<file path="config.mk">
export PLATFORM = sky130hd
export DESIGN_NAME = matroska_cue_point_extractor_top
export DESIGN_NICKNAME = d
export VERILOG_FILES = /design/src/rtl/core/mcpe_pkg.sv /design/src/rtl/core/mcpe_vint.sv /design/src/rtl/core/matroska_cue_point_extractor_top.sv
export VERILOG_INCLUDE_DIRS = /design/src /design/src/rtl/core
export SDC_FILE = /design/constraint.sdc
export NUM_CORES = 2
export LEC_CHECK = 0
export BUFFER_PORTS_ARGS = -buffer_cell sky130_fd_sc_hd__buf_2
export CAP_MARGIN = 20
export CORE_UTILIZATION = 47
export CTS_CLUSTER_SIZE = 8
export DETAILED_ROUTE_END_ITERATION = 10
export HOLD_SLACK_MARGIN = 0.06
export PLACE_DENSITY_LB_ADDON = 0.1
export SLEW_MARGIN = 20
export SYNTH_ARGS = -nofsm -noshare
export SYNTH_HDL_FRONTEND = slang
export SYNTH_SLANG_ARGS = --single-unit
</file>
<file path="constraint.sdc">
create_clock -name aclk -period 16.9 [get_ports aclk]
set_clock_uncertainty 0.1 [all_clocks]
set_input_delay 0.845 -clock aclk [delete_from_list [all_inputs] [get_ports aclk]]
set_output_delay 0.845 -clock aclk [all_outputs]
set_load 0.02 [all_outputs]
</file>
<file path="src/rtl/core/matroska_cue_point_extractor_top_defines.svh">
// Assertion macros for the Matroska cue point extractor.
// Included by the RTL file that carries concurrent checks; needs aclk and aresetn in scope.
`ifndef MATROSKA_CUE_POINT_EXTRACTOR_TOP_DEFINES_SVH
`define MATROSKA_CUE_POINT_EXTRACTOR_TOP_DEFINES_SVH

// Same-cycle implication, disabled while in reset.
`define MCPE_ASSERT_IMPL(label, ante, cons) \
    label: assert property (@(posedge aclk) disable iff (!aresetn) (ante) |-> (cons)) \
        else $error("mcpe check failed: same-cycle implication");

// Next-cycle implication, disabled while in reset.
`define MCPE_ASSERT_NEXT(label, ante, cons) \
    label: assert property (@(posedge aclk) disable iff (!aresetn) (ante) |=> (cons)) \
        else $error("mcpe check failed: next-cycle implication");

`endif

</file>
<file path="src/rtl/core/mcpe_pkg.sv">
// Shared types and constants for the Matroska cue point extractor.
// No dependencies; imported by mcpe_vint and the top level.
`default_nettype none

package mcpe_pkg;

    localparam int ACCUM_BITS = 56;
    localparam int LEFT_BITS  = 4;
    localparam int OUT_BITS   = 216;

    typedef enum logic [11:0] {
        PH_CID     = 12'b0000_0000_0001,
        PH_CLEN    = 12'b0000_0000_0010,
        PH_TID     = 12'b0000_0000_0100,
        PH_TLEN    = 12'b0000_0000_1000,
        PH_TDATA   = 12'b0000_0001_0000,
        PH_BID     = 12'b0000_0010_0000,
        PH_BLEN    = 12'b0000_0100_0000,
        PH_TRACK   = 12'b0000_1000_0000,
        PH_BTC_HI  = 12'b0001_0000_0000,
        PH_BTC_LO  = 12'b0010_0000_0000,
        PH_SKIP    = 12'b0100_0000_0000,
        PH_HALT    = 12'b1000_0000_0000
    } phase_t;

    typedef enum logic [1:0] {
        VINT_PENDING = 2'd0,
        VINT_DONE    = 2'd1,
        VINT_ERROR   = 2'd2
    } vint_status_t;

    typedef struct packed {
        vint_status_t           status;
        logic [ACCUM_BITS-1:0]  accum;
        logic [LEFT_BITS-1:0]   left;
    } vint_res_t;

    localparam logic [2:0] KIND_CUE        = 3'd0;
    localparam logic [2:0] KIND_SKIPPED    = 3'd1;
    localparam logic [2:0] KIND_BAD_CID    = 3'd2;
    localparam logic [2:0] KIND_BAD_TID    = 3'd3;
    localparam logic [2:0] KIND_BAD_BID    = 3'd4;
    localparam logic [2:0] KIND_BAD_LENGTH = 3'd5;

    localparam logic [1:0] CFG_SEGMENT_OFFSET = 2'd0;
    localparam logic [1:0] CFG_VIDEO_TRACK    = 2'd1;
    localparam logic [1:0] CFG_CUE_INTERVAL   = 2'd2;

    localparam logic [7:0] CLUSTER_ID [4] = '{8'h1F, 8'h43, 8'hB6, 8'h75};
    localparam logic [7:0] TIMECODE_ID    = 8'hE7;
    localparam logic [7:0] BLOCK_ID       = 8'hA3;
    localparam logic [ACCUM_BITS-1:0] TIMESTAMP_LEN_MAX = 56'd8;

endpackage

`default_nettype wire

</file>
<file path="src/rtl/core/mcpe_vint.sv">
// EBML variable-length integer step: decodes one byte of a vint against the running value.
// Depends on mcpe_pkg for the result struct.
`default_nettype none

module mcpe_vint #(
    parameter int LENGTH_BYTES_MAX = 8
) (
    input  logic [7:0]                         data_byte,
    input  logic [mcpe_pkg::ACCUM_BITS-1:0]    accum_in,
    input  logic [mcpe_pkg::LEFT_BITS-1:0]     left_in,
    output mcpe_pkg::vint_res_t                res
);
    import mcpe_pkg::*;

    localparam logic [3:0] LEN_MAX = 4'(LENGTH_BYTES_MAX);

    logic [2:0]           lz;
    logic                 found;
    logic [7:0]           first_mask;
    logic [LEFT_BITS-1:0] left_dec;

    always_comb begin
        lz    = 3'd0;
        found = 1'b0;
        for (int i = 7; i >= 0; i--) begin
            if (!found && data_byte[i]) begin
                found = 1'b1;
                lz    = 3'(7 - i);
            end
        end
    end

    assign first_mask = (8'hFF >> lz) >> 1;
    assign left_dec   = left_in - 4'd1;

    always_comb begin
        res = '{status: VINT_PENDING, accum: accum_in, left: left_in};
        if (left_in == '0) begin
            if (data_byte == 8'd0 || {1'b0, lz} >= LEN_MAX) begin
                res.status = VINT_ERROR;
            end else begin
                res.accum  = ACCUM_BITS'(data_byte & first_mask);
                res.left   = LEFT_BITS'(lz);
                res.status = (lz == 3'd0) ? VINT_DONE : VINT_PENDING;
            end
        end else begin
            res.accum  = {accum_in[ACCUM_BITS-9:0], data_byte};
            res.left   = left_dec;
            res.status = (left_dec == '0) ? VINT_DONE : VINT_PENDING;
        end
    end

endmodule

`default_nettype wire

</file>
<file path="src/rtl/core/matroska_cue_point_extractor_top.sv">
// Matroska cue point extractor top level: cluster/SimpleBlock parser and result buffer.
// Depends on mcpe_pkg, mcpe_vint and matroska_cue_point_extractor_top_defines.svh.
`default_nettype none
`include "matroska_cue_point_extractor_top_defines.svh"

// Parses a Matroska cluster stream one byte per item on s_tdata and emits one result item for
// each video-track SimpleBlock (cue or skipped block) and for each format error. Every byte is
// handled in the cycle it is accepted, so the block sustains one byte per clock while s_tready
// is high; the combinational parser logic (vint step, position add, compare) sets this rate. A
// two-entry output stage (result register plus skid register) lets bytes keep flowing while a
// result waits; s_tready drops only when both entries hold results. After a cluster id,
// timecode id or length error the parser halts and ignores all bytes until reset. Configuration
// writes on cfg_we/cfg_addr/cfg_wdata take effect at once and must be made while idle.
module matroska_cue_point_extractor_top #(
    parameter int POSITION_BITS    = 48,
    parameter int LENGTH_BYTES_MAX = 8
) (
    input  logic         aclk,
    input  logic         aresetn,
    input  logic         cfg_we,
    input  logic [1:0]   cfg_addr,
    input  logic [47:0]  cfg_wdata,
    input  logic         s_tvalid,
    output logic         s_tready,
    input  logic [7:0]   s_tdata,   // [7:0] byte_value
    output logic         m_tvalid,
    input  logic         m_tready,
    output logic [215:0] m_tdata,   // [63:0] cue_time, [111:64] cluster_position,
                                    // [159:112] relative_position, [215:160] track_number
    output logic [2:0]   m_tuser    // [2:0] result_kind
);
    import mcpe_pkg::*;

    localparam int PB = POSITION_BITS;

    logic [47:0]           seg_off_reg;
    logic [7:0]            video_track_reg;
    logic [7:0]            cue_interval_reg;

    phase_t                phase_reg, phase_next;
    logic [PB-1:0]         pos_reg, pos_next;
    logic [PB-1:0]         cluster_start_reg, cluster_start_next;
    logic [PB-1:0]         cluster_end_reg, cluster_end_next;
    logic [PB-1:0]         body_start_reg, body_start_next;
    logic [63:0]           cluster_time_reg, cluster_time_next;
    logic [ACCUM_BITS-1:0] accum_reg, accum_next;
    logic [LEFT_BITS-1:0]  left_reg, left_next;
    logic [PB-1:0]         block_start_reg, block_start_next;
    logic [PB-1:0]         block_end_reg, block_end_next;
    logic [ACCUM_BITS-1:0] track_reg, track_next;
    logic [7:0]            tc_hi_reg, tc_hi_next;
    logic [7:0]            skip_reg, skip_next;
    logic [1:0]            idx_reg, idx_next;

    logic                  m_valid_reg, sk_valid_reg;
    logic                  m_valid_next, sk_valid_next;
    logic [2:0]            m_kind_reg, sk_kind_reg;
    logic [OUT_BITS-1:0]   m_data_reg, sk_data_reg;

    logic                  step;
    logic                  pop;
    logic [PB-1:0]         next_pos;
    logic                  eoc;
    logic                  past_block;
    vint_res_t             vint;
    logic                  res_valid;
    logic [2:0]            res_kind;
    logic [OUT_BITS-1:0]   res_data;
    logic [63:0]           end_wide;
    logic [63:0]           cs_wide;
    logic [63:0]           rel_wide;
    logic [63:0]           cue_time;
    logic [47:0]           cluster_pos;

    mcpe_vint #(
        .LENGTH_BYTES_MAX (LENGTH_BYTES_MAX)
    ) u_vint (
        .data_byte (s_tdata),
        .accum_in  (accum_reg),
        .left_in   (left_reg),
        .res       (vint)
    );

    assign s_tready = !sk_valid_reg;
    assign step     = s_tvalid && s_tready;
    assign pop      = m_valid_reg && m_tready;
    assign m_tvalid = m_valid_reg;
    assign m_tdata  = m_data_reg;
    assign m_tuser  = m_kind_reg;

    assign next_pos   = pos_reg + PB'(1);
    assign eoc        = next_pos >= cluster_end_reg;
    assign past_block = next_pos >= block_end_reg;
    assign end_wide   = 64'(next_pos) + 64'(vint.accum);
    assign cs_wide    = 64'(cluster_start_reg);
    assign rel_wide   = 64'(block_start_reg) - 64'(body_start_reg);
    assign cue_time   = cluster_time_reg + {{48{tc_hi_reg[7]}}, tc_hi_reg, s_tdata};
    assign cluster_pos = cs_wide[47:0] + seg_off_reg;

    always_comb begin
        phase_next         = phase_reg;
        pos_next           = pos_reg;
        cluster_start_next = cluster_start_reg;
        cluster_end_next   = cluster_end_reg;
        body_start_next    = body_start_reg;
        cluster_time_next  = cluster_time_reg;
        accum_next         = accum_reg;
        left_next          = left_reg;
        block_start_next   = block_start_reg;
        block_end_next     = block_end_reg;
        track_next         = track_reg;
        tc_hi_next         = tc_hi_reg;
        skip_next          = skip_reg;
        idx_next           = idx_reg;
        res_valid          = 1'b0;
        res_kind           = KIND_CUE;
        res_data           = '0;
        if (step) begin
            pos_next = next_pos;
            unique case (phase_reg)
                PH_CID: begin
                    if (idx_reg == 2'd0) begin
                        cluster_start_next = pos_reg;
                    end
                    if (s_tdata != CLUSTER_ID[idx_reg]) begin
                        phase_next = PH_HALT;
                        res_valid  = 1'b1;
                        res_kind   = KIND_BAD_CID;
                    end else if (idx_reg == 2'd3) begin
                        idx_next   = 2'd0;
                        left_next  = '0;
                        phase_next = PH_CLEN;
                    end else begin
                        idx_next = idx_reg + 2'd1;
                    end
                end
                PH_CLEN: begin
                    if (vint.status == VINT_ERROR) begin
                        phase_next = PH_HALT;
                        res_valid  = 1'b1;
                        res_kind   = KIND_BAD_LENGTH;
                    end else begin
                        accum_next = vint.accum;
                        left_next  = vint.left;
                        if (vint.status == VINT_DONE) begin
                            cluster_end_next = end_wide[PB-1:0];
                            body_start_next  = next_pos;
                            phase_next       = PH_TID;
                        end
                    end
                end
                PH_TID: begin
                    if (s_tdata != TIMECODE_ID) begin
                        phase_next = PH_HALT;
                        res_valid  = 1'b1;
                        res_kind   = KIND_BAD_TID;
                    end else begin
                        left_next  = '0;
                        phase_next = PH_TLEN;
                    end
                end
                PH_TLEN: begin
                    accum_next = vint.accum;
                    left_next  = vint.left;
                    if (vint.status == VINT_ERROR ||
                        (vint.status == VINT_DONE && vint.accum > TIMESTAMP_LEN_MAX)) begin
                        phase_next = PH_HALT;
                        res_valid  = 1'b1;
                        res_kind   = KIND_BAD_LENGTH;
                    end else if (vint.status == VINT_DONE) begin
                        cluster_time_next = '0;
                        if (vint.accum == '0) begin
                            left_next = '0;
                            if (eoc) begin
                                phase_next = PH_CID;
                                idx_next   = 2'd0;
                            end else begin
                                phase_next = PH_BID;
                            end
                        end else begin
                            left_next  = vint.accum[LEFT_BITS-1:0];
                            phase_next = PH_TDATA;
                        end
                    end
                end
                PH_TDATA: begin
                    cluster_time_next = {cluster_time_reg[55:0], s_tdata};
                    left_next         = left_reg - 4'd1;
                    if (left_reg == 4'd1) begin
                        left_next = '0;
                        if (eoc) begin
                            phase_next = PH_CID;
                            idx_next   = 2'd0;
                        end else begin
                            phase_next = PH_BID;
                        end
                    end
                end
                PH_BID: begin
                    block_start_next = pos_reg;
                    if (s_tdata != BLOCK_ID) begin
                        res_valid = 1'b1;
                        res_kind  = KIND_BAD_BID;
                        left_next = '0;
                        if (eoc) begin
                            phase_next = PH_CID;
                            idx_next   = 2'd0;
                        end else begin
                            phase_next = PH_BID;
                        end
                    end else begin
                        left_next  = '0;
                        phase_next = PH_BLEN;
                    end
                end
                PH_BLEN: begin
                    if (vint.status == VINT_ERROR) begin
                        phase_next = PH_HALT;
                        res_valid  = 1'b1;
                        res_kind   = KIND_BAD_LENGTH;
                    end else begin
                        accum_next = vint.accum;
                        left_next  = vint.left;
                        if (vint.status == VINT_DONE) begin
                            block_end_next = end_wide[PB-1:0];
                            left_next      = '0;
                            phase_next     = PH_TRACK;
                        end
                    end
                end
                PH_TRACK: begin
                    if (vint.status == VINT_ERROR) begin
                        phase_next = PH_HALT;
                        res_valid  = 1'b1;
                        res_kind   = KIND_BAD_LENGTH;
                    end else begin
                        accum_next = vint.accum;
                        left_next  = vint.left;
                        if (vint.status == VINT_DONE) begin
                            track_next = vint.accum;
                            if (vint.accum != ACCUM_BITS'(video_track_reg)) begin
                                if (past_block) begin
                                    left_next = '0;
                                    if (eoc) begin
                                        phase_next = PH_CID;
                                        idx_next   = 2'd0;
                                    end else begin
                                        phase_next = PH_BID;
                                    end
                                end else begin
                                    phase_next = PH_SKIP;
                                end
                            end else begin
                                phase_next = PH_BTC_HI;
                            end
                        end
                    end
                end
                PH_BTC_HI: begin
                    tc_hi_next = s_tdata;
                    phase_next = PH_BTC_LO;
                end
                PH_BTC_LO: begin
                    res_valid = 1'b1;
                    res_data  = {track_reg, rel_wide[47:0], cluster_pos, cue_time};
                    if (skip_reg == 8'd0) begin
                        res_kind  = KIND_CUE;
                        skip_next = cue_interval_reg;
                    end else begin
                        res_kind  = KIND_SKIPPED;
                        skip_next = skip_reg - 8'd1;
                    end
                    if (past_block) begin
                        left_next = '0;
                        if (eoc) begin
                            phase_next = PH_CID;
                            idx_next   = 2'd0;
                        end else begin
                            phase_next = PH_BID;
                        end
                    end else begin
                        phase_next = PH_SKIP;
                    end
                end
                PH_SKIP: begin
                    if (past_block) begin
                        left_next = '0;
                        if (eoc) begin
                            phase_next = PH_CID;
                            idx_next   = 2'd0;
                        end else begin
                            phase_next = PH_BID;
                        end
                    end
                end
                PH_HALT: begin
                    pos_next = pos_reg;
                end
                default: begin
                    pos_next   = pos_reg;
                    phase_next = PH_HALT;
                end
            endcase
        end
    end

    always_ff @(posedge aclk) begin
        if (!aresetn) begin
            seg_off_reg       <= '0;
            video_track_reg   <= 8'd1;
            cue_interval_reg  <= 8'd11;
            phase_reg         <= PH_CID;
            pos_reg           <= '0;
            cluster_start_reg <= '0;
            cluster_end_reg   <= '0;
            body_start_reg    <= '0;
            cluster_time_reg  <= '0;
            accum_reg         <= '0;
            left_reg          <= '0;
            block_start_reg   <= '0;
            block_end_reg     <= '0;
            track_reg         <= '0;
            tc_hi_reg         <= '0;
            skip_reg          <= '0;
            idx_reg           <= '0;
        end else begin
            if (cfg_we) begin
                unique case (cfg_addr)
                    CFG_SEGMENT_OFFSET: seg_off_reg      <= cfg_wdata;
                    CFG_VIDEO_TRACK:    video_track_reg  <= cfg_wdata[7:0];
                    CFG_CUE_INTERVAL:   cue_interval_reg <= cfg_wdata[7:0];
                    default: ;
                endcase
            end
            phase_reg         <= phase_next;
            pos_reg           <= pos_next;
            cluster_start_reg <= cluster_start_next;
            cluster_end_reg   <= cluster_end_next;
            body_start_reg    <= body_start_next;
            cluster_time_reg  <= cluster_time_next;
            accum_reg         <= accum_next;
            left_reg          <= left_next;
            block_start_reg   <= block_start_next;
            block_end_reg     <= block_end_next;
            track_reg         <= track_next;
            tc_hi_reg         <= tc_hi_next;
            skip_reg          <= skip_next;
            idx_reg           <= idx_next;
        end
    end

    // Output stage: result register plus skid register.
    always_comb begin
        m_valid_next  = m_valid_reg;
        sk_valid_next = sk_valid_reg;
        if (pop) begin
            m_valid_next  = sk_valid_reg;
            sk_valid_next = 1'b0;
        end
        if (res_valid) begin
            if (!m_valid_next) begin
                m_valid_next = 1'b1;
            end else begin
                sk_valid_next = 1'b1;
            end
        end
    end

    always_ff @(posedge aclk) begin
        if (!aresetn) begin
            m_valid_reg  <= 1'b0;
            sk_valid_reg <= 1'b0;
        end else begin
            m_valid_reg  <= m_valid_next;
            sk_valid_reg <= sk_valid_next;
        end
    end

    always_ff @(posedge aclk) begin
        if (pop && sk_valid_reg) begin
            m_kind_reg <= sk_kind_reg;
            m_data_reg <= sk_data_reg;
        end
        if (res_valid) begin
            if (!m_valid_reg || (pop && !sk_valid_reg)) begin
                m_kind_reg <= res_kind;
                m_data_reg <= res_data;
            end else begin
                sk_kind_reg <= res_kind;
                sk_data_reg <= res_data;
            end
        end
    end

    `MCPE_ASSERT_IMPL(a_skid_implies_main, sk_valid_reg, m_valid_reg)
    `MCPE_ASSERT_NEXT(a_halt_sticks, phase_reg == PH_HALT, phase_reg == PH_HALT)
    `MCPE_ASSERT_NEXT(a_pos_holds_when_idle, !step, $stable(pos_reg))
    `MCPE_ASSERT_IMPL(a_block_timecode_gives_result, step && phase_reg == PH_BTC_LO, res_valid)
    `MCPE_ASSERT_IMPL(a_kind_in_range, m_valid_reg, m_kind_reg <= KIND_BAD_LENGTH)

endmodule

`default_nettype wire
</file>
## Yosys cells after proc, flatten, opt, wreduce, memory -nomap -nowiden

Cells that the tools add are included.

| storage, ports and cells | value |
|---|---|
| ROM bits | 0 |
| memory bits (writable) | 0 |
| bits in registers | 1002 |
| output and inout port bits | 221 |
| bits in latches | 0 |
| memories kept | 0 |

| operators by class | value |
|---|---|
| multiply operators | 0 |
| muxes and demuxes | 104 |
| divide/modulo/power cells | 0 |
| shift operators | 1 |
| reductions and logical operators | 55 |
| order comparisons | 4 |
| bitwise operators | 5 |
| add/subtract/negate cells | 8 |
| equal/unequal tests | 43 |

Operator list:

| kind | count |
|---|---|
| 216-bit two-way mux | 5 |
| 12-bit two-way mux | 17 |
| 12-bit one-hot mux with 12 select lines | 1 |
| 64-bit two-way mux | 2 |
| 64-bit one-hot mux with 2 select lines | 1 |
| 56-bit one-hot mux with 2 select lines | 1 |
| 48-bit adder | 2 |
| 48-bit >= comparator | 2 |
| 64-bit adder | 1 |
| 62-bit two-way mux | 1 |
| 4-bit two-way mux | 15 |
| 60-bit two-way mux | 1 |
| 56-bit by 4-bit > comparator with 1-bit output, second input constant | 1 |
| 56-bit zero test | 1 |
| 56-bit two-way mux | 1 |
| 56-bit by 8-bit inequality test with 1-bit output | 1 |
| 48-bit by 1-bit adder with 48-bit output, second input constant | 1 |
| 48-bit subtractor | 1 |
| 3-bit two-way mux | 13 |
| 4-bit one-hot mux with 9 select lines | 1 |
| 2-bit two-way mux | 15 |
| 2-bit inequality test, second input constant | 15 |
| 8-bit two-way mux | 3 |
| 1-bit two-way mux | 22 |
| 50 further kinds | 96 |

## Longest topological paths before layout

| depth | value |
|---|---|
| depth after elaboration | 34 |
| gate-level depth with buffers | 25 |

## Cells and area by module

From an unflattened synthesis, not the netlist that was laid out.

| second synthesis, totals | value |
|---|---|
| cells, all modules | 6175 |
| area, all modules | 53093.4 sq um |

By module, submodules not included:

| module | cells an instance | area each (sq um) | seq. area each (sq um) | instances |
|---|---|---|---|---|
| matroska_cue_point_extractor_top | 6060 | 52208.8 | 22251.3 | 1 |
| mcpe_vint | 115 | 884.6 | 0.0 | 1 |

## Worst setup path after synthesis

No wires, ideal clock.

| timing | value |
|---|---|
| path kind | input to register |
| start | input port s_tdata[0] |
| end | register sk_data_reg[0], enable pin |
| data required time | 15.998 ns |
| library setup time | 0.802 ns |
| arrival | 11.883 ns |
| setup slack | 4.115 ns |
| cell stages on the path | 11 |
| path through | buf_2 nor4_2 nand3_1 inv_2 buf_1 ha_1 buf_4 o21ai_2 a31oi_2 nor2_1 nor2_1 |

| on the way | value |
|---|---|
| word-level cells in the longest chain between the ends | 13 |

RTL lines:

| element | line | source |
|---|---|---|
| start, declared | matroska_cue_point_extractor_top.sv:25 | `input logic [7:0] s_tdata,` |
| 1-bit logical AND | mcpe_vint.sv:26 | `if (!found && data_byte[i]) begin` |
| 3-bit two-way mux | mcpe_vint.sv:26 |  |
| 8-bit by 3-bit >> shifter with 8-bit output / 3-bit zero test (equally long branches) | mcpe_vint.sv:33, mcpe_vint.sv:44 |  |
| 8-bit by 7-bit bitwise AND with 8-bit output / 1-bit two-way mux (equally long branches) | mcpe_vint.sv:42, mcpe_vint.sv:44 |  |
| 60-bit two-way mux / 2-bit two-way mux (equally long branches) | mcpe_vint.sv:39 | `if (data_byte == 8'd0 \|\| {1'b0, lz} >= LEN_MAX) begin` |
| 62-bit two-way mux | mcpe_vint.sv:38 | `if (left_in == '0) begin` |
| 56-bit by 4-bit > comparator with 1-bit output / 2-bit by 1-bit equality test with 1-bit output (equally long branches) | matroska_cue_point_extractor_top.sv:166 | `(vint.status == VINT_DONE && vint.accum > TIMESTAMP_LEN_MAX)) begin` |
| 1-bit logical AND | matroska_cue_point_extractor_top.sv:166 |  |
| 1-bit logical OR | matroska_cue_point_extractor_top.sv:165 | `if (vint.status == VINT_ERROR \|\|` |
| 1-bit two-way mux | matroska_cue_point_extractor_top.sv:165 |  |
| 1-bit one-hot mux with 6 select lines * | matroska_cue_point_extractor_top.sv:120 | `unique case (phase_reg)` |
| 1-bit two-way mux * | matroska_cue_point_extractor_top.sv:118 | `if (step) begin` |
| 2-bit AND reduction (no line) * | - |  |
| end signal, assigned | matroska_cue_point_extractor_top.sv:390 | `sk_data_reg <= res_data;` |
| end, declared | matroska_cue_point_extractor_top.sv:58 | `logic [OUT_BITS-1:0] m_data_reg, sk_data_reg;` |

Mark *: on every way between the ends. The rest lies on a longest branch, timed or not.
A chain may end at the register's enable or synchronous reset.

## Final worst setup path

| timing | value |
|---|---|
| start | register pos_reg[0] |
| end | register phase_reg[3] |

| on the way | value |
|---|---|
| word-level cells in the longest chain between the ends | 7 |

RTL lines:

| element | line | source |
|---|---|---|
| start, declared | matroska_cue_point_extractor_top.sv:41 | `logic [PB-1:0] pos_reg, pos_next;` |
| start signal, assigned | matroska_cue_point_extractor_top.sv:336 | `pos_reg <= pos_next;` |
| 48-bit by 1-bit adder with 48-bit output * | matroska_cue_point_extractor_top.sv:91 | `assign next_pos = pos_reg + PB'(1);` |
| net next_pos[28] | matroska_cue_point_extractor_top.sv:62 | `logic [PB-1:0] next_pos;` |
| 48-bit >= comparator * | matroska_cue_point_extractor_top.sv:93 | `assign past_block = next_pos >= block_end_reg;` |
| 12-bit two-way mux | matroska_cue_point_extractor_top.sv:242 | `if (past_block) begin` |
| 12-bit two-way mux | matroska_cue_point_extractor_top.sv:241 | `if (vint.accum != ACCUM_BITS'(video_track_reg)) begin` |
| 12-bit two-way mux | matroska_cue_point_extractor_top.sv:239 | `if (vint.status == VINT_DONE) begin` |
| 12-bit two-way mux | matroska_cue_point_extractor_top.sv:232 | `if (vint.status == VINT_ERROR) begin` |
| 12-bit one-hot mux with 12 select lines | matroska_cue_point_extractor_top.sv:120 |  |
| end signal, assigned | matroska_cue_point_extractor_top.sv:335 | `phase_reg <= phase_next;` |
| end, declared | matroska_cue_point_extractor_top.sv:40 | `phase_t phase_reg, phase_next;` |

Mark *: on every way through the listed nets, which the timed path passes. The rest lies on a longest branch. The select of a mux whose other input is x is not followed.

==> flow_metrics.py <==
metrics = {
    "logic_synthesis": {
        "synth_top_family_by_area": "compound AO/OA/AOI/OAI gates",
        "synth_compound_area_frac": 0.188,
        "yosysTopAreaCell": "dfxtp_1",
        "syn_nets": 6545,
        "netlist_top_cells_area": "dfxtp_1, edfxtp_1, ha_1",
        "synth_ff_type": "dfxtp_1",
        "synth.area.mux_share": 0.0494,
        "synth_cells": 6166,
        "ys_seq_area_frac": 0.419,
        "synth_top_area_frac": 0.295,
        "ys_types": 107,
        "synth_common_cells": "dfxtp_1, nand2_1, nor2_1, a21oi_1, ha_1",
        "yosys_warnings": 0,
        "netlist_area_mm2": 0.0531,
        "synth_most_common_cell": "dfxtp_1",
        "synth-adder-area-share": 0.0751,
        "avgSynthCellArea_um2": 8.61,
        "ys_ff_latch": 1002,
        "synth_edf_count": 219,
        "synth_xor_area_frac": 0.0426,
        "synthArstFlopShare": 0,
        "yosys.area_share.simple": 0.179,
    },
    "worst_setup_path": {
        "critPathLaunch": "pos_reg[0]",
        "worstReg2RegStart": "pos_reg[0]",
        "critical-path-max-stage-delay_ns": 0.63,
        "path_depth": 20,
        "cp_top_family": "simple AND/OR/NAND/NOR gates",
        "critPathKind": "reg -> reg",
        "cp_max_fo": 13,
        "critPathBufInv": 1,
        "crit_chain": "ha_1 -> nand3_4 -> or4_4 -> nor3_4 -> nand4_4 -> nor2_4 -> nand3_1 -> xnor2_1 -> ha_1 -> nand4_1 -> nor4_1 -> a221oi_1 -> o21ai_0 -> a211oi_1 -> o31a_1 -> o21ai_1 -> o21ai_1 -> buf_4 -> or4_1 -> a21oi_1",
        "crit_slowest_cell": "or4_4",
        "cp-start-kind": "flip-flop",
        "critPathArrivalTime_ns": 7.06,
        "worstPathRequired_ns": 17.46,
        "reg2reg_depth": 20,
        "crit_path_end_kind": "flip-flop",
    },
    "clocking": {
        "htreeDepth": 4,
        "cts_buffers": 144,
        "clk_latency_ns": 0.76,
        "cts_resized": 0,
        "cts_sinks": 1002,
        "cts_buffer_depth": 3,
        "ctsRootBufferMaster": "clkbuf_16",
        "clkTransAtPathRegs_ns": 0.05,
        "cts_setup_buffers": 0,
        "cts-hold-fix-buffers": 0,
        "cts_tree": "yes",
    },
    "timing": {
        "rsz0062_at_grt": "no",
        "maxSlewHeadroom": 0.212,
        "fmax_mhz": 154,
        "tns_ns": 0,
        "post-route-min-period_ns": 6.49,
        "hold_viol_final": 0,
        "final.period_utilization": 0.384,
        "worst-slew-pin-transition_ns": 1.18,
        "finalSetupViolations": 0,
        "report.final.slew_viol_count": 0,
    },
    "floorplanning": {
        "die_area_mm2": 0.114,
        "ios": 284,
        "die_w_um": 338,
        "fp-row-count": 122,
        "start_util": 0.477,
        "die_h_um": 338,
        "coreArea_mm2": 0.111,
    },
    "drt": {
        "routed-wl-met3_um": 8110,
        "met2WireLength_um": 69700,
        "drt-met1-wl_um": 73800,
        "num_vias": 44320,
        "first_pass_iters": 5,
        "drt-total-wl_um": 157000,
        "drtAntennaViolNets": 0,
        "first_iter_violations": 3286,
        "wl_per_cell_um": 20.0,
        "top_layer": "met4",
        "vias_per_cell": 5.63,
        "remaining_drc_errors": 0,
    },
    "hold_path": {
        "hold_class": "in -> reg",
        "hold_depth": 3,
        "hp-start": "cfg_wdata[14]",
    },
    "finish": {
        "drive_above_1_share": 0.0931,
        "regArea_mm2": 0.0223,
        "finalNetCount": 6677,
        "utilization": 0.537,
        "area_growth_pct": 12.5,
        "multi_input_area_mm2": 0.0285,
        "n_fill_cell": 10642,
    },
    "place": {
        "portBuffers": 283,
        "hpwl_um": 113000,
        "place_congestion": 0.937,
    },
    "global_routing": {
        "grt_pass1_vias": 40630,
        "gr-total-overflow": 0,
        "grt_max_degree": 219,
        "antenna_found_initial": 1,
        "grt_use_total": 0.269,
        "grt_pass1_wl_um": 239000,
    },
    "power": {
        "powerDensity_mw_per_mm2": 98.2,
        "p_leak_uw": 0.0255,
        "ir_worst_vdd_mv": 0.0979,
    },
    "outcome": {
        "status": "completed",
    },
    "job": {
        "drv_cap": 0,
    },
}
==> worst paths after layout <==
check | endpoint | slack, ns
worst min-delay path | seg_off_reg[14] | 0.24
worst max register to register | phase_reg[3] | 10.41
worst max-delay path | phase_reg[3] | 10.41
worst min register to register | cluster_end_reg[14] | 0.35
==> report_power, final <==
group	leakage, uW	switching [uW]	internal [uW]
clock	0.00201	1070	1630
combinational	0.0156	368	186
sequential	0.00789	63.2	2550
total	0.0255	1500	4360
==> tightest hold or removal path, delay by kind of cell <==
| kind | cells | cell delay, ns |
|---|---|---|
| simple gates | 1 | 0.04 |
| compound gates | 1 | 0.05 |
| buf+inv | 1 | 0.10 |
==> routing by layer <==
layer | GRT usage | vias up
met4 | 0.105 | 0
met2 | 0.416 | 1080
met3 | 0.0387 | 256
li1 | - | 22051
met1 | 0.379 | 20933
met5 | 0 | -
==> cells in the final DEF, fill, tap and decap left out, types with 16 or more instances in the layout <==
master / netlist / routed
a211oi_1: 137 / 137
a21o_1: 136 / 136
a21oi_1: 649 / 648
a22oi_1: 113 / 113
a31oi_1: 36 / 36
and2_1: 72 / 72
and3_1: 89 / 89
and4_1: 16 / 16
buf_2: 47 / 283
buf_4: 9 / 61
clkbuf_1: 275 / 63
clkbuf_16: 0 / 150
dfxtp_1: 783 / 782
edfxtp_1: 219 / 219
ha_1: 312 / 312
inv_1: 263 / 263
mux2i_1: 254 / 254
nand2_1: 748 / 745
nand2b_1: 39 / 38
nand3_1: 111 / 108
nand4_1: 66 / 66
nor2_1: 713 / 706
nor2b_1: 31 / 30
nor3_1: 69 / 69
nor3b_1: 17 / 16
nor4_1: 21 / 21
o211ai_1: 20 / 20
o21a_1: 42 / 41
o21ai_0: 245 / 244
o21ai_1: 41 / 42
o21bai_1: 26 / 26
o31ai_1: 24 / 23
or3_1: 34 / 34
xnor2_1: 144 / 144
xor2_1: 114 / 114
==> through the flow <==
stage / total power (uW) / instances / instance area [um2] / setup WS, ns / hold slack [ns]
6_report: 5860 / 7868 / 59700 / 10.41 / 0.243
5_1_grt: 6090 / 7866 / 59700 / 9.91 / 0.220
4_1_cts: 5930 / 7863 / 59600 / 10.42 / 0.191
3_5_place_dp: 3220 / 7637 / 55500 / 10.45 / 0.347
3_3_place_gp: 3210 / 7637 / 55500 / 10.57 / 0.342
2_1_floorplan: 3020 / 6166 / 53100 / 4.11 / 0.332
==> area by class of cell <==
type | count | share of cell area
well taps | 1488 | 0.0312
clock inverters | 11 | 0.00256
diodes | 2 | 0.0000838
inverters | 267 | 0.0169
flip-flops and latches | 1002 | 0.373
clock buffers | 215 | 0.0673
multi-input cells | 4536 | 0.477
repair buffers | 347 | 0.0327
==> kinds of logic after synthesis <==
group           count (synthesis)
simple gates                 2092
compound gates               1610
flops                        1002
buf+inv                       628
fa+ha+maj                     316
mux                           260
xor+xnor                      258
Power figures use the tool's default switching activity.
